**config.mk**
```make
export PLATFORM = sky130hd
export DESIGN_NAME = date_interval_calculator_flat
export DESIGN_NICKNAME = d
export VERILOG_FILES = /design/src/hdl/dic_pkg.sv /design/src/hdl/dic_in_if.sv /design/src/hdl/dic_out_if.sv /design/src/hdl/dic_parse.sv /design/src/hdl/dic_check.sv /design/src/hdl/dic_diff.sv /design/src/hdl/date_interval_calculator.sv /design/src/flat_wrapper.sv
export VERILOG_INCLUDE_DIRS = /design/src /design/src/hdl
export SDC_FILE = /design/constraint.sdc
export NUM_CORES = 1
export LEC_CHECK = 0
export ABC_AREA = 1
export BUFFER_PORTS_ARGS = -buffer_cell sky130_fd_sc_hd__buf_2
export CAP_MARGIN = 20
export CORE_MARGIN = 2
export CORE_UTILIZATION = 41
export CTS_CLUSTER_SIZE = 25
export DETAILED_ROUTE_END_ITERATION = 12
export MAX_ROUTING_LAYER = met4
export SYNTH_ARGS = -nofsm -noshare
export SYNTH_HDL_FRONTEND = slang
export SYNTH_SLANG_ARGS = --single-unit
```
**constraint.sdc**
```tcl
create_clock -name clk -period 9.7 [get_ports clk]
set_input_delay 0.485 -clock clk [delete_from_list [all_inputs] [get_ports clk]]
set_output_delay 0.485 -clock clk [all_outputs]
set_load 0.1 [all_outputs]
```
**src/hdl/date_interval_calculator_defines.svh**
```systemverilog
// assertion macros for the asserting top-level file
`ifndef DATE_INTERVAL_CALCULATOR_DEFINES_SVH
`define DATE_INTERVAL_CALCULATOR_DEFINES_SVH

// same-cycle implication, sampled on clk, off while in reset
`define DIC_ASSERT_SAME(label, ante, cons, msg) \
    label: assert property (@(posedge clk) disable iff (!rst_n) (ante) |-> (cons)) \
        else $error(msg);

// next-cycle implication, sampled on clk, off while in reset
`define DIC_ASSERT_NEXT(label, ante, cons, msg) \
    label: assert property (@(posedge clk) disable iff (!rst_n) (ante) |=> (cons)) \
        else $error(msg);

`endif

```
**src/hdl/dic_pkg.sv**
```systemverilog
package dic_pkg;

    localparam int CH_W     = 8;
    localparam int DM_W     = 7;
    localparam int YEAR_W   = 14;
    localparam int FC_W     = 3;
    localparam int PH_W     = 3;
    localparam int DIM_W    = 5;
    localparam int STATUS_W = 2;
    localparam int MONTHS_W = 4;
    localparam int DAYS_W   = 6;

    // parse phases
    localparam logic [PH_W-1:0] PH_DAY      = 3'd0;
    localparam logic [PH_W-1:0] PH_DAY_SKIP = 3'd1;
    localparam logic [PH_W-1:0] PH_MON      = 3'd2;
    localparam logic [PH_W-1:0] PH_MON_SKIP = 3'd3;
    localparam logic [PH_W-1:0] PH_YEAR     = 3'd4;
    localparam logic [PH_W-1:0] PH_IGNORE   = 3'd5;

    // result status codes
    localparam logic [STATUS_W-1:0] ST_OK        = 2'd0;
    localparam logic [STATUS_W-1:0] ST_INIT_BAD  = 2'd1;
    localparam logic [STATUS_W-1:0] ST_FINAL_BAD = 2'd2;
    localparam logic [STATUS_W-1:0] ST_ORDER     = 2'd3;

    localparam logic [CH_W-1:0] CHAR_SLASH = 8'h2F;
    localparam logic [CH_W-1:0] CHAR_ZERO  = 8'h30;
    localparam logic [CH_W-1:0] CHAR_NINE  = 8'h39;

    localparam int MONTHS_PER_YEAR = 12;

    // floor(y / 100) == (y * 5243) >> 19 for every 14-bit y
    localparam logic [12:0] RECIP_100 = 13'd5243;
    localparam int          RECIP_SH  = 19;
    localparam int          PROD_W    = YEAR_W + 13;

    localparam logic [DIM_W-1:0] MONTH_DAYS [MONTHS_PER_YEAR] = '{
        5'd31, 5'd28, 5'd31, 5'd30, 5'd31, 5'd30,
        5'd31, 5'd31, 5'd30, 5'd31, 5'd30, 5'd31
    };

    typedef struct packed {
        logic              vld;
        logic              which;
        logic [DM_W-1:0]   day;
        logic [DM_W-1:0]   month;
        logic [YEAR_W-1:0] year;
        logic              ok;
    } rec_t;

    typedef struct packed {
        logic              vld;
        logic              which;
        logic [DM_W-1:0]   day;
        logic [DM_W-1:0]   month;
        logic [YEAR_W-1:0] year;
        logic              ok;
        logic [DIM_W-1:0]  prev_dim;
    } chk_t;

    // gregorian leap rule, divide by 100 through a reciprocal
    function automatic logic leap_year(input logic [YEAR_W-1:0] y);
        logic [PROD_W-1:0] prod;
        logic [7:0]        q;
        logic [YEAR_W-1:0] r;
        prod = PROD_W'(y) * PROD_W'(RECIP_100);
        q    = prod[PROD_W-1:RECIP_SH];
        r    = y - YEAR_W'(q) * YEAR_W'(100);
        return (y[1:0] == 2'd0) && ((r != '0) || (q[1:0] == 2'd0));
    endfunction

    function automatic logic [DIM_W-1:0] days_in_month(input logic [DM_W-1:0] m,
                                                       input logic leap);
        logic [3:0] idx;
        idx = 4'(m - 7'd1);
        if (m == 7'd2)
            return leap ? 5'd29 : 5'd28;
        else if (m < 7'd1 || m > 7'(MONTHS_PER_YEAR))
            return '0;
        else
            return MONTH_DAYS[idx];
    endfunction

endpackage

```
**src/hdl/dic_in_if.sv**
```systemverilog
interface dic_in_if;
    logic                      valid;
    logic                      ready;
    logic [dic_pkg::CH_W-1:0]  ch;
    logic                      which_date;
    logic                      last;

    modport source (output valid, ch, which_date, last, input ready);
    modport sink   (input valid, ch, which_date, last, output ready);
endinterface

```
**src/hdl/dic_out_if.sv**
```systemverilog
interface dic_out_if;
    logic                               valid;
    logic                               ready;
    logic [dic_pkg::STATUS_W-1:0]       status;
    logic [dic_pkg::YEAR_W-1:0]         years;
    logic [dic_pkg::MONTHS_W-1:0]       months;
    logic signed [dic_pkg::DAYS_W-1:0]  days;

    modport source (output valid, status, years, months, days, input ready);
    modport sink   (input valid, status, years, months, days, output ready);
endinterface

```
**src/hdl/dic_parse.sv**
```systemverilog
module dic_parse (
    input  logic          clk,
    input  logic          rst_n,
    dic_in_if.sink        chars,
    input  logic          take,
    output dic_pkg::rec_t rec
);

    logic [dic_pkg::PH_W-1:0]   ph_reg, ph_next;
    logic [dic_pkg::FC_W-1:0]   fc_reg, fc_next;
    logic [dic_pkg::YEAR_W-1:0] fv_reg, fv_next;
    logic                       ended_reg, ended_next;
    logic                       bad_reg, bad_next;
    logic [dic_pkg::DM_W-1:0]   day_reg, day_next;
    logic [dic_pkg::DM_W-1:0]   mon_reg, mon_next;
    dic_pkg::rec_t              rec_reg, rec_next;

    logic                       acc;
    logic                       is_digit;
    logic                       is_slash;
    logic                       take_ch;
    logic                       do_end;
    logic [dic_pkg::FC_W-1:0]   tk_fc;
    logic [dic_pkg::YEAR_W-1:0] fv_x10;
    logic                       ok_parse;

    assign chars.ready = !rec_reg.vld || take;
    assign acc         = chars.valid && chars.ready;
    assign rec         = rec_reg;

    assign is_digit = (chars.ch >= dic_pkg::CHAR_ZERO) && (chars.ch <= dic_pkg::CHAR_NINE);
    assign is_slash = (chars.ch == dic_pkg::CHAR_SLASH);
    assign tk_fc    = fc_reg + 3'd1;
    // x10 as 8x + 2x, wrapped to the field width
    assign fv_x10   = {fv_reg[dic_pkg::YEAR_W-4:0], 3'b000}
                    + {fv_reg[dic_pkg::YEAR_W-2:0], 1'b0};

    always_comb
    begin
        ph_next    = ph_reg;
        fc_next    = fc_reg;
        fv_next    = fv_reg;
        ended_next = ended_reg;
        bad_next   = bad_reg;
        day_next   = day_reg;
        mon_next   = mon_reg;
        take_ch    = 1'b0;
        do_end     = 1'b0;

        case (ph_reg)
            dic_pkg::PH_DAY, dic_pkg::PH_MON:
            begin
                if (is_slash)
                begin
                    if (fc_reg == '0)
                        bad_next = 1'b1;
                    do_end = 1'b1;
                end
                else
                begin
                    take_ch = 1'b1;
                    if (tk_fc >= 3'd2)
                        ph_next = (ph_reg == dic_pkg::PH_DAY) ? dic_pkg::PH_DAY_SKIP
                                                              : dic_pkg::PH_MON_SKIP;
                end
            end
            dic_pkg::PH_DAY_SKIP, dic_pkg::PH_MON_SKIP:
                do_end = 1'b1;
            dic_pkg::PH_YEAR:
            begin
                take_ch = 1'b1;
                if (tk_fc >= 3'd4)
                    ph_next = dic_pkg::PH_IGNORE;
            end
            default:
                ;
        endcase

        if (take_ch)
        begin
            if (!ended_reg && is_digit)
                fv_next = fv_x10 + {10'd0, chars.ch[3:0]};
            else
                ended_next = 1'b1;
            fc_next = tk_fc;
        end

        if (do_end)
        begin
            if (ph_reg == dic_pkg::PH_DAY || ph_reg == dic_pkg::PH_DAY_SKIP)
            begin
                day_next = fv_reg[dic_pkg::DM_W-1:0];
                ph_next  = dic_pkg::PH_MON;
            end
            else
            begin
                mon_next = fv_reg[dic_pkg::DM_W-1:0];
                ph_next  = dic_pkg::PH_YEAR;
            end
            fc_next    = '0;
            fv_next    = '0;
            ended_next = 1'b0;
        end
    end

    // string must end after two year chars or four and more
    assign ok_parse = !bad_next && ((ph_next == dic_pkg::PH_YEAR && fc_next == 3'd2)
                                    || ph_next == dic_pkg::PH_IGNORE);

    always_comb
    begin
        rec_next = rec_reg;
        if (acc && chars.last)
        begin
            rec_next.vld   = 1'b1;
            rec_next.which = chars.which_date;
            rec_next.day   = day_next;
            rec_next.month = mon_next;
            rec_next.year  = fv_next;
            rec_next.ok    = ok_parse;
        end
        else if (take)
            rec_next.vld = 1'b0;
    end

    always_ff @(posedge clk or negedge rst_n)
    begin
        if (!rst_n)
        begin
            ph_reg    <= dic_pkg::PH_DAY;
            fc_reg    <= '0;
            fv_reg    <= '0;
            ended_reg <= 1'b0;
            bad_reg   <= 1'b0;
            day_reg   <= '0;
            mon_reg   <= '0;
            rec_reg   <= '0;
        end
        else
        begin
            rec_reg <= rec_next;
            if (acc)
            begin
                if (chars.last)
                begin
                    ph_reg    <= dic_pkg::PH_DAY;
                    fc_reg    <= '0;
                    fv_reg    <= '0;
                    ended_reg <= 1'b0;
                    bad_reg   <= 1'b0;
                    day_reg   <= '0;
                    mon_reg   <= '0;
                end
                else
                begin
                    ph_reg    <= ph_next;
                    fc_reg    <= fc_next;
                    fv_reg    <= fv_next;
                    ended_reg <= ended_next;
                    bad_reg   <= bad_next;
                    day_reg   <= day_next;
                    mon_reg   <= mon_next;
                end
            end
        end
    end

endmodule

```
**src/hdl/dic_check.sv**
```systemverilog
module dic_check (
    input  logic          clk,
    input  logic          rst_n,
    input  dic_pkg::rec_t rec,
    output logic          take,
    input  logic          chk_adv,
    output dic_pkg::chk_t chk
);

    dic_pkg::chk_t            chk_reg, chk_next;
    logic                     leap;
    logic [dic_pkg::DIM_W-1:0] dim;
    logic [dic_pkg::DM_W-1:0]  prev_m;
    logic                     date_ok;

    assign take = !chk_reg.vld || chk_adv;
    assign chk  = chk_reg;

    assign leap    = dic_pkg::leap_year(rec.year);
    assign dim     = dic_pkg::days_in_month(rec.month, leap);
    // month before; january borrows from december
    assign prev_m  = (rec.month == 7'd1) ? 7'(dic_pkg::MONTHS_PER_YEAR) : rec.month - 7'd1;
    assign date_ok = rec.ok && (rec.month >= 7'd1)
                   && (rec.month <= 7'(dic_pkg::MONTHS_PER_YEAR))
                   && (rec.day >= 7'd1) && (rec.day <= {2'b00, dim});

    always_comb
    begin
        chk_next = chk_reg;
        if (rec.vld && take)
        begin
            chk_next.vld      = 1'b1;
            chk_next.which    = rec.which;
            chk_next.day      = rec.day;
            chk_next.month    = rec.month;
            chk_next.year     = rec.year;
            chk_next.ok       = date_ok;
            chk_next.prev_dim = dic_pkg::days_in_month(prev_m, leap);
        end
        else if (chk_adv)
            chk_next.vld = 1'b0;
    end

    always_ff @(posedge clk or negedge rst_n)
    begin
        if (!rst_n)
            chk_reg <= '0;
        else
            chk_reg <= chk_next;
    end

endmodule

```
**src/hdl/dic_diff.sv**
```systemverilog
module dic_diff (
    input  logic          clk,
    input  logic          rst_n,
    input  dic_pkg::chk_t chk,
    output logic          chk_adv,
    dic_out_if.source     result
);

    logic [dic_pkg::DM_W-1:0]     first_day_reg;
    logic [dic_pkg::DM_W-1:0]     first_month_reg;
    logic [dic_pkg::YEAR_W-1:0]   first_year_reg;
    logic                         first_valid_reg;

    logic                         out_valid_reg, out_valid_next;
    logic [dic_pkg::STATUS_W-1:0] status_reg, status_next;
    logic [dic_pkg::YEAR_W-1:0]   years_reg, years_next;
    logic [dic_pkg::MONTHS_W-1:0] months_reg, months_next;
    logic [dic_pkg::DAYS_W-1:0]   days_reg, days_next;

    logic                         out_free;
    logic                         load;
    logic                         later;
    logic [dic_pkg::YEAR_W-1:0]   ry;
    logic [4:0]                   rm_a, rm_b, rm_c;
    logic [6:0]                   rd_a, rd_b;
    logic                         borrow, wrap;

    assign out_free = !out_valid_reg || result.ready;
    assign chk_adv  = chk.vld && (!chk.which || out_free);
    assign load     = chk_adv && chk.which;

    assign later = (first_year_reg > chk.year)
                || (first_year_reg == chk.year && first_month_reg > chk.month)
                || (first_year_reg == chk.year && first_month_reg == chk.month
                    && first_day_reg > chk.day);

    // wrap-around arithmetic; sign bits give the borrows
    assign ry     = chk.year - first_year_reg;
    assign rm_a   = {1'b0, chk.month[3:0]} - {1'b0, first_month_reg[3:0]};
    assign rd_a   = {1'b0, chk.day[5:0]} - {1'b0, first_day_reg[5:0]};
    assign borrow = rd_a[6];
    assign rd_b   = rd_a + (borrow ? {2'b00, chk.prev_dim} : 7'd0);
    assign rm_b   = rm_a - {4'd0, borrow};
    assign wrap   = rm_b[4];
    assign rm_c   = rm_b + (wrap ? 5'(dic_pkg::MONTHS_PER_YEAR) : 5'd0);

    always_comb
    begin
        status_next = dic_pkg::ST_OK;
        years_next  = '0;
        months_next = '0;
        days_next   = '0;
        if (!first_valid_reg)
            status_next = dic_pkg::ST_INIT_BAD;
        else if (!chk.ok)
            status_next = dic_pkg::ST_FINAL_BAD;
        else if (later)
            status_next = dic_pkg::ST_ORDER;
        else
        begin
            years_next  = ry - {13'd0, wrap};
            months_next = rm_c[3:0];
            days_next   = rd_b[5:0];
        end
    end

    always_comb
    begin
        if (load)
            out_valid_next = 1'b1;
        else if (result.ready)
            out_valid_next = 1'b0;
        else
            out_valid_next = out_valid_reg;
    end

    always_ff @(posedge clk or negedge rst_n)
    begin
        if (!rst_n)
        begin
            first_day_reg   <= '0;
            first_month_reg <= '0;
            first_year_reg  <= '0;
            first_valid_reg <= 1'b0;
            out_valid_reg   <= 1'b0;
        end
        else
        begin
            out_valid_reg <= out_valid_next;
            if (chk_adv && !chk.which)
            begin
                first_day_reg   <= chk.day;
                first_month_reg <= chk.month;
                first_year_reg  <= chk.year;
                first_valid_reg <= chk.ok;
            end
        end
    end

    always_ff @(posedge clk)
    begin
        if (load)
        begin
            status_reg <= status_next;
            years_reg  <= years_next;
            months_reg <= months_next;
            days_reg   <= days_next;
        end
    end

    assign result.valid  = out_valid_reg;
    assign result.status = status_reg;
    assign result.years  = years_reg;
    assign result.months = months_reg;
    assign result.days   = $signed(days_reg);

endmodule

```
**src/hdl/date_interval_calculator.sv**
```systemverilog
// throughput: one char request per cycle unless stalled; three registered stages, parse, check, difference
// input stalls only while a finished result waits at the output and a final date is behind it
// reset: rst_n is asynchronous, active low; parse state, stored initial date and
// pipeline valids clear, so a final date before any initial date reports initial invalid
`include "date_interval_calculator_defines.svh"

module date_interval_calculator (
    input  logic      clk,
    input  logic      rst_n,
    dic_in_if.sink    chars,
    dic_out_if.source result
);

    // parse stage: walks day/month/year fields one char at a time and
    // registers a date record on the last char of each string
    dic_pkg::rec_t rec;
    logic          rec_take;

    // check stage: month range, day against month length (gregorian leap),
    // and the length of the month before, used for a day borrow
    dic_pkg::chk_t chk;
    logic          chk_adv;

    dic_parse u_parse (
        .clk   (clk),
        .rst_n (rst_n),
        .chars (chars),
        .take  (rec_take),
        .rec   (rec)
    );

    dic_check u_check (
        .clk     (clk),
        .rst_n   (rst_n),
        .rec     (rec),
        .take    (rec_take),
        .chk_adv (chk_adv),
        .chk     (chk)
    );

    // difference stage: keeps the latest initial date, compares it with a
    // final date and holds the result until the request is taken
    dic_diff u_diff (
        .clk     (clk),
        .rst_n   (rst_n),
        .chk     (chk),
        .chk_adv (chk_adv),
        .result  (result)
    );

    // non-ok results carry zero fields
    `DIC_ASSERT_SAME(a_zero_fields, result.valid && (result.status != dic_pkg::ST_OK), result.years == '0 && result.months == '0 && result.days == '0, "non-ok result with nonzero fields")

    // input backs up only behind a held result
    `DIC_ASSERT_SAME(a_stall_cause, !chars.ready, result.valid && !result.ready && chk.vld && chk.which, "input stalled without a held result")

    // an accepted last char always leaves a record of the right date kind
    `DIC_ASSERT_NEXT(a_rec_load, chars.valid && chars.ready && chars.last, rec.vld && (rec.which == $past(chars.which_date)), "last char did not load a record")

endmodule
```
**src/flat_wrapper.sv**
```systemverilog
// flat-port wrapper written by rule: the top's interface ports become plain ports
module date_interval_calculator_flat 
  (clk, rst_n, chars_valid, chars_ch, chars_which_date, chars_last, chars_ready, result_valid, result_status, result_years, result_months, result_days, result_ready);
  dic_in_if chars_i ();
  dic_out_if result_i ();
  input  logic clk;
  input  logic rst_n;
  input wire logic [$bits(chars_i.valid)-1:0] chars_valid;
  input wire logic [$bits(chars_i.ch)-1:0] chars_ch;
  input wire logic [$bits(chars_i.which_date)-1:0] chars_which_date;
  input wire logic [$bits(chars_i.last)-1:0] chars_last;
  output wire logic [$bits(chars_i.ready)-1:0] chars_ready;
  output wire logic [$bits(result_i.valid)-1:0] result_valid;
  output wire logic [$bits(result_i.status)-1:0] result_status;
  output wire logic [$bits(result_i.years)-1:0] result_years;
  output wire logic [$bits(result_i.months)-1:0] result_months;
  output wire logic [$bits(result_i.days)-1:0] result_days;
  input wire logic [$bits(result_i.ready)-1:0] result_ready;
  assign chars_i.valid = chars_valid;
  assign chars_i.ch = chars_ch;
  assign chars_i.which_date = chars_which_date;
  assign chars_i.last = chars_last;
  assign chars_ready = chars_i.ready;
  assign result_valid = result_i.valid;
  assign result_status = result_i.status;
  assign result_years = result_i.years;
  assign result_months = result_i.months;
  assign result_days = result_i.days;
  assign result_i.ready = result_ready;
  date_interval_calculator u_core (.clk(clk), .rst_n(rst_n), .chars(chars_i), .result(result_i));
endmodule
```
==> qor.yml <==
status: "finished clean"
start_kind: "flop"
die_area_um2: 35710
wl_per_cell_um: 14.08
cp_top_family: "adder cells"
drv_cap: 0
num_rows: 67
clk_pin_slew_ns: 0.07
synth_edf_count: 26
clock_path_buffers: 2
cp_common_cell: "ha_1"
reg2regPathDepth: 46
dp.cells: 2107
max_stage_delay_ns: 0.55
area_growth_syn_to_layout_pct: 10.45
r2r_start: "u_core.u_parse.rec[12]$_DFFE_PN0P_"
syn-cell-area_um2: 14030
synthAdderAreaFrac_pct: 32.11
chipWidth_um: 189.0
synth_compound_area_share_pct: 11.81
ys.flop_type: "dfrtp_1"
grt-ovfl-total: 0
power.leakage_uw: 0.008286
period_needed_ns: 9.118
fin_skew_ns: 0.01143
critPathKind: "reg2reg"
numCtsBuffers: 17
core_um2: 33620
antenna_found_initial: 0
fmax_mhz: 109.7
postSynth.asyncResetShare_pct: 83.44
cts_tree: "built"
peakVddDrop_uv: 142.4
setup_viol: 0
synthesis.nets: 1967
hpwl_mm: 24.14
largest_register_ffs: 34
synth_xor_area_share_pct: 2.872
die_h_um: 189.0
yosysWarnings: 0
stdcell_count: 2155
drtPass1Iterations: 5
fin_nets: 2020
synth_top_family_by_area: "adder cells"
cp_max_fo: 10
root_buffer: "clkbuf_16"
cts.sinks: 157
r2r_slack_ns: 0.58
finalHoldViolCount: 0
clock_latency_ns: 0.43
worstMarginPinSlew_ns: 0.9986
yosysSeqAreaShare_pct: 28.94
antennaDiodeCount: 0
ant_nets: 0
via_count: 10520
cp.arrival_ns: 9.41
viasPerCell: 4.883
ys_types: 50
hp-class: "in2async"
path_buf_inv: 6
synthMuxAreaShare_pct: 0
slew_violations: 0
routabilityCongestion: 0.8936
grt_max_degree: 71
netlist_instances: 1641
yosys.area_share.simple_pct: 14.42
first_iter_violations: 484
grt.total_usage_pct: 18.23
layout-drive-gt1-share_pct: 8.260
regToRegEndpoint: "u_core.u_check.chk[5]$_DFFE_PN0P_"
initial_core_util_pct: 41.72
slew_headroom_pct: 32.98
worstSetupEndpointType: "flop"
cp_slowest_cell: "fa_1"
powerDensity_nw_per_um2: 221.7
whs_ns: 0.01683
ys_ff_latch: 157
grt_pass1_wl_mm: 50.99
wl_mm: 30.34
port_buffers: 41
grt_pass1_vias: 10490
route.detailed.drc: 0
syn_area_per_cell_um2: 8.547
worst_ep_required_time_ns: 9.99
finalCritPeriodShare_pct: 94.00
h-tree-depth: 4
ios: 42
## report_power, final
group,switching [uW],total (uW),internal [uW]
combinational,1170,1920,747
clock,272,636,364
sequential,96.9,877,780
## Yosys cell counts (all sizes together), types with 5 or more instances
master  instances  area [um2]
o22ai          21       131.4
inv           334        1254
clkbuf         26       97.59
nor3b           5       42.54
nand3          44       272.8
a21oi          74       389.1
or2             6       40.04
dfrtp         131        3278
o211ai          6       45.04
ha            232        2903
xor2           28       245.2
buf             5       22.52
nand2         274        1061
nor4            5       31.28
nor3           15       80.08
xnor2          18       157.7
o21bai          9       67.56
edfxtp         26       780.8
o31ai          10       75.07
nor2           96       376.6
a211oi          6       45.04
nand4          13       81.33
o21ai         153       769.5
fa             80        1602
## kinds of logic after synthesis
logic type | after synthesis
flops | 157
simple gates | 463
xor+xnor | 46
compound gates | 296
buf+inv | 367
fa+ha+maj | 312
## per-stage QoR
step / setup TNS (ns) / setup slack, ns / total power [uW] / utilization [%] / instance area (um2)
CTS: 0 / 0.3130 / 3457 / 45.57 / 15320
finish: 0 / 0.5817 / 3434 / 46.08 / 15490
global route: -0.01827 / -0.01827 / 3832 / 46.08 / 15490
global placement: 0 / 0.5258 / 2756 / 43.82 / 14730
detailed placement: 0 / 0.3628 / 2799 / 43.90 / 14760
floorplan: 0 / 1.313 / 2381 / - / 14030
## placed cells by master (no fill, tap or decap), types with 13 or more instances in the layout
cell / Yosys / routed
inv_1: 331 / 330
nand2_1: 267 / 265
ha_1: 232 / 231
o21ai_0: 145 / 144
dfrtp_1: 131 / 121
nor2_1: 95 / 95
fa_1: 80 / 80
a21oi_1: 71 / 69
buf_2: 3 / 40
nand3_1: 38 / 38
xor2_1: 28 / 28
edfxtp_1: 26 / 26
buf_4: 0 / 23
o22ai_1: 21 / 21
clkbuf_16: 0 / 18
xnor2_1: 18 / 17
nand4_1: 13 / 13
nor3_1: 14 / 13
## cell type report
type                    instances  area (um2)
clock buffers                  24       503.0
clock inverters                 8       56.30
fillers                      3309       18120
inverters                     336        1265
multi-input cells            1117        8623
flip-flops and latches        157        4071
well taps                     448       560.5
repair buffers                 65       411.6
## worst max-delay path by stage
stage | startpoint | to | slack (ns) | cells after the start
after detailed placement | u_core.u_parse.rec[10]$_DFFE_PN0P_ | u_core.u_check.chk[5]$_DFFE_PN0P_ | 0.36 | 47
after global routing | u_core.u_parse.rec[9]$_DFFE_PN0P_ | u_core.u_check.chk[5]$_DFFE_PN0P_ | -0.02 | 47
after CTS | u_core.u_parse.rec[10]$_DFFE_PN0P_ | u_core.u_check.chk[5]$_DFFE_PN0P_ | 0.31 | 47
after global placement | u_core.u_parse.rec[10]$_DFFE_PN0P_ | u_core.u_check.chk[5]$_DFFE_PN0P_ | 0.53 | 47
after floorplan | u_core.u_parse.rec[10]$_DFFE_PN0P_ | u_core.u_check.chk[5]$_DFFE_PN0P_ | 1.31 | 49
final | u_core.u_parse.rec[12]$_DFFE_PN0P_ | u_core.u_check.chk[5]$_DFFE_PN0P_ | 0.58 | 46
## routing by layer
metal  share of wire (%)  GRT usage, %  vias to the layer above
met3                 2.7         2.335                       30
li1                    -             -                     5405
met2                  46         29.39                      142
met1                  50         24.38                     4946
met4                 1.6         4.597                        0
met5                   0             -                        -
## repair_timing
action / CTS / global route
hold buffers: 0 / 0
setup endpoints to repair: 0 / 1
hold endpoints to repair: 0 / 0
gates resized for setup: 0 / 19
buffers inserted: 0 / 16
Power figures use the tool's default switching activity.
